File: src/hdl/chunk_location_ttl_cache_core_defines.svh
// Assertion macros shared by the cache core.
`ifndef CHUNK_LOCATION_TTL_CACHE_CORE_DEFINES_SVH
`define CHUNK_LOCATION_TTL_CACHE_CORE_DEFINES_SVH
`ifndef NO_ASSERTIONS
`define CLC_ASSERT_IMP(lbl, clk, rstn, ante, cons, msg) \
    lbl: assert property (@(posedge clk) disable iff (!(rstn)) (ante) |-> (cons)) \
        else $error(msg);
`define CLC_ASSERT_NXT(lbl, clk, rstn, ante, cons, msg) \
    lbl: assert property (@(posedge clk) disable iff (!(rstn)) (ante) |=> (cons)) \
        else $error(msg);
`else
`define CLC_ASSERT_IMP(lbl, clk, rstn, ante, cons, msg)
`define CLC_ASSERT_NXT(lbl, clk, rstn, ante, cons, msg)
`endif
`endif

File: src/hdl/clc_pkg.sv
package clc_pkg;

    localparam int DEF_SET_BITS       = 8;
    localparam int DEF_WAYS           = 4;
    localparam int DEF_LOCS_PER_ENTRY = 4;
    localparam int DEF_LOC_WIDTH      = 64;

    localparam logic [63:0] HASH_MULT = 64'h61C8864680B583EB;
    localparam logic [31:0] TTL_RESET = 32'd250;
    localparam int          RESULT_LIMIT = 4;

    // Register index of the TTL register.
    localparam logic REG_TTL = 1'b0;

    typedef enum logic [1:0] {
        MODE_STORE  = 2'd0,
        MODE_LOOKUP = 2'd1,
        MODE_PURGE  = 2'd2,
        MODE_TICK   = 2'd3
    } mode_t;

    typedef enum logic [3:0] {
        ST_CLEAR,
        ST_IDLE,
        ST_HASH,
        ST_RD,
        ST_CHK,
        ST_WR,
        ST_LRD,
        ST_LOUT,
        ST_MISS,
        ST_PRD,
        ST_PCHK
    } state_t;

    typedef struct packed {
        mode_t       mode;
        logic [31:0] inode;
        logic [31:0] blk_index;
        logic [63:0] blk_id;
        logic [31:0] blk_version;
        logic [1:0]  loc_index;
        logic [63:0] loc_value;
        logic        loc_last;
        logic [2:0]  max_locs;
    } in_item_t;

    typedef struct packed {
        logic        hit;
        logic [63:0] chunk_id_out;
        logic [31:0] chunk_version_out;
        logic [63:0] loc_value_out;
        logic [1:0]  loc_index_out;
        logic        last;
    } out_item_t;

endpackage

File: src/hdl/clc_hash.sv
// Set index from the top bits of key times a fixed odd constant, modulo 2^64.
// One 32x32 multiplier is used three times; the high-by-high product drops out.
module clc_hash #(
    parameter int SET_BITS = clc_pkg::DEF_SET_BITS
) (
    input  logic                aclk,
    input  logic                aresetn,
    input  logic                start,
    input  logic [63:0]         key,
    output logic                done,
    output logic [SET_BITS-1:0] set_index
);

    logic [63:0] key_reg;
    logic [63:0] acc_reg, acc_next;
    logic [63:0] prod_reg;
    logic [1:0]  step_reg, step_next;
    logic        run_reg, run_next;
    logic        done_reg, done_next;
    logic [31:0] op_a, op_b;

    always_comb begin
        op_a      = key_reg[31:0];
        op_b      = clc_pkg::HASH_MULT[31:0];
        acc_next  = acc_reg;
        step_next = step_reg;
        run_next  = run_reg;
        done_next = 1'b0;
        case (step_reg)
            2'd1: begin
                op_a     = key_reg[63:32];
                acc_next = prod_reg;
            end
            2'd2: begin
                op_b     = clc_pkg::HASH_MULT[63:32];
                acc_next = acc_reg + {prod_reg[31:0], 32'd0};
            end
            default: begin
                acc_next = acc_reg + {prod_reg[31:0], 32'd0};
            end
        endcase
        if (run_reg) begin
            step_next = step_reg + 2'd1;
            if (step_reg == 2'd3) begin
                run_next  = 1'b0;
                done_next = 1'b1;
            end
        end
    end

    always_ff @(posedge aclk) begin
        if (!aresetn) begin
            run_reg  <= 1'b0;
            done_reg <= 1'b0;
            step_reg <= 2'd0;
        end else if (start) begin
            run_reg  <= 1'b1;
            done_reg <= 1'b0;
            step_reg <= 2'd0;
        end else begin
            run_reg  <= run_next;
            done_reg <= done_next;
            step_reg <= step_next;
        end
    end

    always_ff @(posedge aclk) begin
        if (start) begin
            key_reg <= key;
        end else if (run_reg) begin
            prod_reg <= op_a * op_b;
            if (step_reg != 2'd0) begin
                acc_reg <= acc_next;
            end
        end
    end

    assign done      = done_reg;
    assign set_index = acc_reg[63 -: SET_BITS];

endmodule

File: config.mk
export PLATFORM = sky130hd
export DESIGN_NAME = clc_hash
export DESIGN_NICKNAME = d
export VERILOG_FILES = /design/src/hdl/chunk_location_ttl_cache_core_defines.svh /design/src/hdl/clc_pkg.sv /design/src/hdl/clc_hash.sv
export SDC_FILE = /design/constraint.sdc
export NUM_CORES = 2
export LEC_CHECK = 0
export BUFFER_PORTS_ARGS = -buffer_cell sky130_fd_sc_hd__buf_2
export CORE_MARGIN = 2
export CORE_UTILIZATION = 30
export CTS_BUF_LIST = sky130_fd_sc_hd__clkbuf_4 sky130_fd_sc_hd__clkbuf_8
export CTS_CLUSTER_SIZE = 10
export DETAILED_ROUTE_END_ITERATION = 8
export PLACE_DENSITY = 0.44
export SYNTH_ARGS = -nofsm -noshare
export SYNTH_HDL_FRONTEND = slang
export SYNTH_SLANG_ARGS = --single-unit
File: constraint.sdc
create_clock -name aclk -period 12.1 [get_ports aclk]
set_input_delay 2.42 -clock aclk [delete_from_list [all_inputs] [get_ports aclk]]
set_output_delay 2.42 -clock aclk [all_outputs]
set_load 0.01 [all_outputs]
==> metrics.txt <==
status=completed; Syn Area/Cell=10.2 um^2; Worst-Skew Late Latency=0.56 ns; top cells by area, synth=fa_1, ha_1, edfxtp_1, inv_1, a21oi_1; area delta synth->final=7.44%; pin count of the biggest net entering global routing=74; Synth Flop Type=edfxtp_1; Critical Path Source Type=register; reg2reg path depth=30; # rows=116; capturing point of the worst reg2reg path=prod_reg[63]; DRC=0; CTS tree=built; Hold Buf Count CTS=0; CP Launch Point=step_reg[1]; Routed wire per std cell=21.4 um; crit-path max cell delay=0.65 ns; Crit Path Class=reg -> reg; Final Hold Fails=0; H-tree depth=4; Vias=approximately 20,000; RSZ-0062 raised after global routing=no; Post-DRT Antenna Nets=0; die height=320 um; Netlist cell types=73; Post-synth EDFFs=160; fin. max-slew vios=0; Clock Path Buffers=2; worst slew pin tran=1.08 ns; setup TNS=0 ns; core area=between 90,000 and 100,000 um^2; Max Freq=0.107 GHz; Max Cap Violations=0; final period utilization=0.769; HP Class=reg -> reg; sequential area share after synthesis=0.163; die span in x=320 um; setup slack, reg-to-reg=around 2.8 ns; Ports=76; ys async rst share=0; DP Wirelength=82,100 um; vias in the first global route=21,700; Worst Path Arrival=9.60 ns; DP Worst Slack=2.79 ns; Clock Root Buffer=clkbuf_8; first-pass detailed-route iteration total=7; RR Startpoint=step_reg[1]; ratio of cells with drive above 1 in the final layout=0.0641; Post-synth top cells=inv_1, fa_1, ha_1, edfxtp_1, nand2_1; Worst-path clk slew=0.09 ns; Post-CTS Resized=0; Mapped Cells=2,945; Synth area leader=fa_1; GP Congestion=between 0.8 and 0.9; slowest CP cell=buf_4; Worst Path Required=~12 ns; mean number of vias per cell=4.67; CP Capture Point=prod_reg[63]; Final Setup Violations=0; Slew HR=0.262; port bufs=75; global route total overflow=0; CP Max Fanout=73; cell with the most instances after synthesis=inv_1; Total GRT Usage=0.183; Iter 0 DRT Violations=1,206; crit end category=register; top-area cell type share of the netlist area=0.330; Final WS setup=2.79 ns; initial core utilization=0.301; synth warn=0; crit path time final=between 9 and 10 ns; Synth Register Bits=roughly 160; post-CTS setup buffers=0; first-pass GRT wire length=138,000 um; clock skew=between 0.02 and 0.025 ns; post-synthesis cell area=about 30,000 um^2; Layout fillers=10,400; # clock sinks=164; fin nets=4,034; Die ar.=103,000 um^2; initial antenna violation count=1; Num CTS Buffers=17; final wirelength=~92,000 um
[critical path: cells and delay by family, from the launching register on]
| family | cells | cell delay [ns] |
|---|---|---|
| muxes | 1 | 0.42 |
| AOI/OAI and AO/OA | 9 | 2.41 |
| adders and majority gates | 10 | 3.78 |
| DFF | 1 | 0.36 |
| xor gates and xnor gates | 1 | 0.17 |
| buffers and inverters | 7 | 1.25 |
| and+or+nand+nor | 2 | 0.65 |
[area by class of cell]
cell class / count / area [um^2] / area share
diodes: 1 / 2.50 / 0.0000776
clock inverters: 12 / 155 / 0.00481
inverters: 718 / 2700 / 0.0836
well taps: 1298 / 1620 / 0.0504
repair buffers: 87 / 465 / 0.0144
multi-input cells: 1993 / 22200 / 0.687
clock buffers: 19 / 249 / 0.00772
flip-flops and latches: 164 / 4880 / 0.152
[worst min path at each step]
stage                       from  slack [ns]  depth (start not counted)           to
floorplan           prod_reg[59]        0.49                          2  acc_reg[59]
global placement    prod_reg[34]        0.51                          2  acc_reg[34]
detailed placement  prod_reg[52]        0.51                          2  acc_reg[52]
CTS                 prod_reg[52]        0.54                          2  acc_reg[52]
global route        prod_reg[52]        0.55                          2  acc_reg[52]
finish              prod_reg[53]        0.53                          2  acc_reg[53]
[cells by family after synthesis]
kind of cell	after synthesis	synth area share
other	2	0.000250
buffers and inverters	793	0.100
flip-flops	164	0.163
XOR/XNOR	97	0.0283
adder cells (fa/ha/maj)	986	0.535
multiplexers	48	0.0168
AND/OR/NAND/NOR	466	0.0732
AO/OA/AOI/OAI	389	0.0832
[layout by cell type (no fill, tap or decap), drive strengths merged, types with 21 or more instances in the layout]
cell type,instances
nor2,115
xnor2,64
o21a,29
edfxtp,160
nor2b,24
mux2i,29
nor3,21
nand2,153
nand2b,40
inv,718
a21o,37
or2,34
xor2,33
ha,491
a21oi,120
o21ai,93
buf,87
fa,495
nand3,25
[stage by stage]
| stage | instance area (um^2) | utilization | hold slack, ns | instances |
|---|---|---|---|---|
| finish | 32200 | 0.324 | 0.534 | 4292 |
| global route | 32200 | 0.324 | 0.546 | 4292 |
| CTS | 32200 | 0.324 | 0.535 | 4291 |
| detailed placement | 31800 | 0.320 | 0.512 | 4260 |
| global placement | 31800 | 0.320 | 0.511 | 4260 |
| floorplan | 30000 | - | 0.493 | 2950 |
[per-layer routing]
layer  track usage  wire length [um]
met2         0.301             43400
met3        0.0206              2930
met4        0.0477              2040
met5             0                 0
met1         0.256             43500
Power is left out: the tool's default activity adds up to more than one toggle a clock period on the data nets, which glitch-free logic cannot reach.
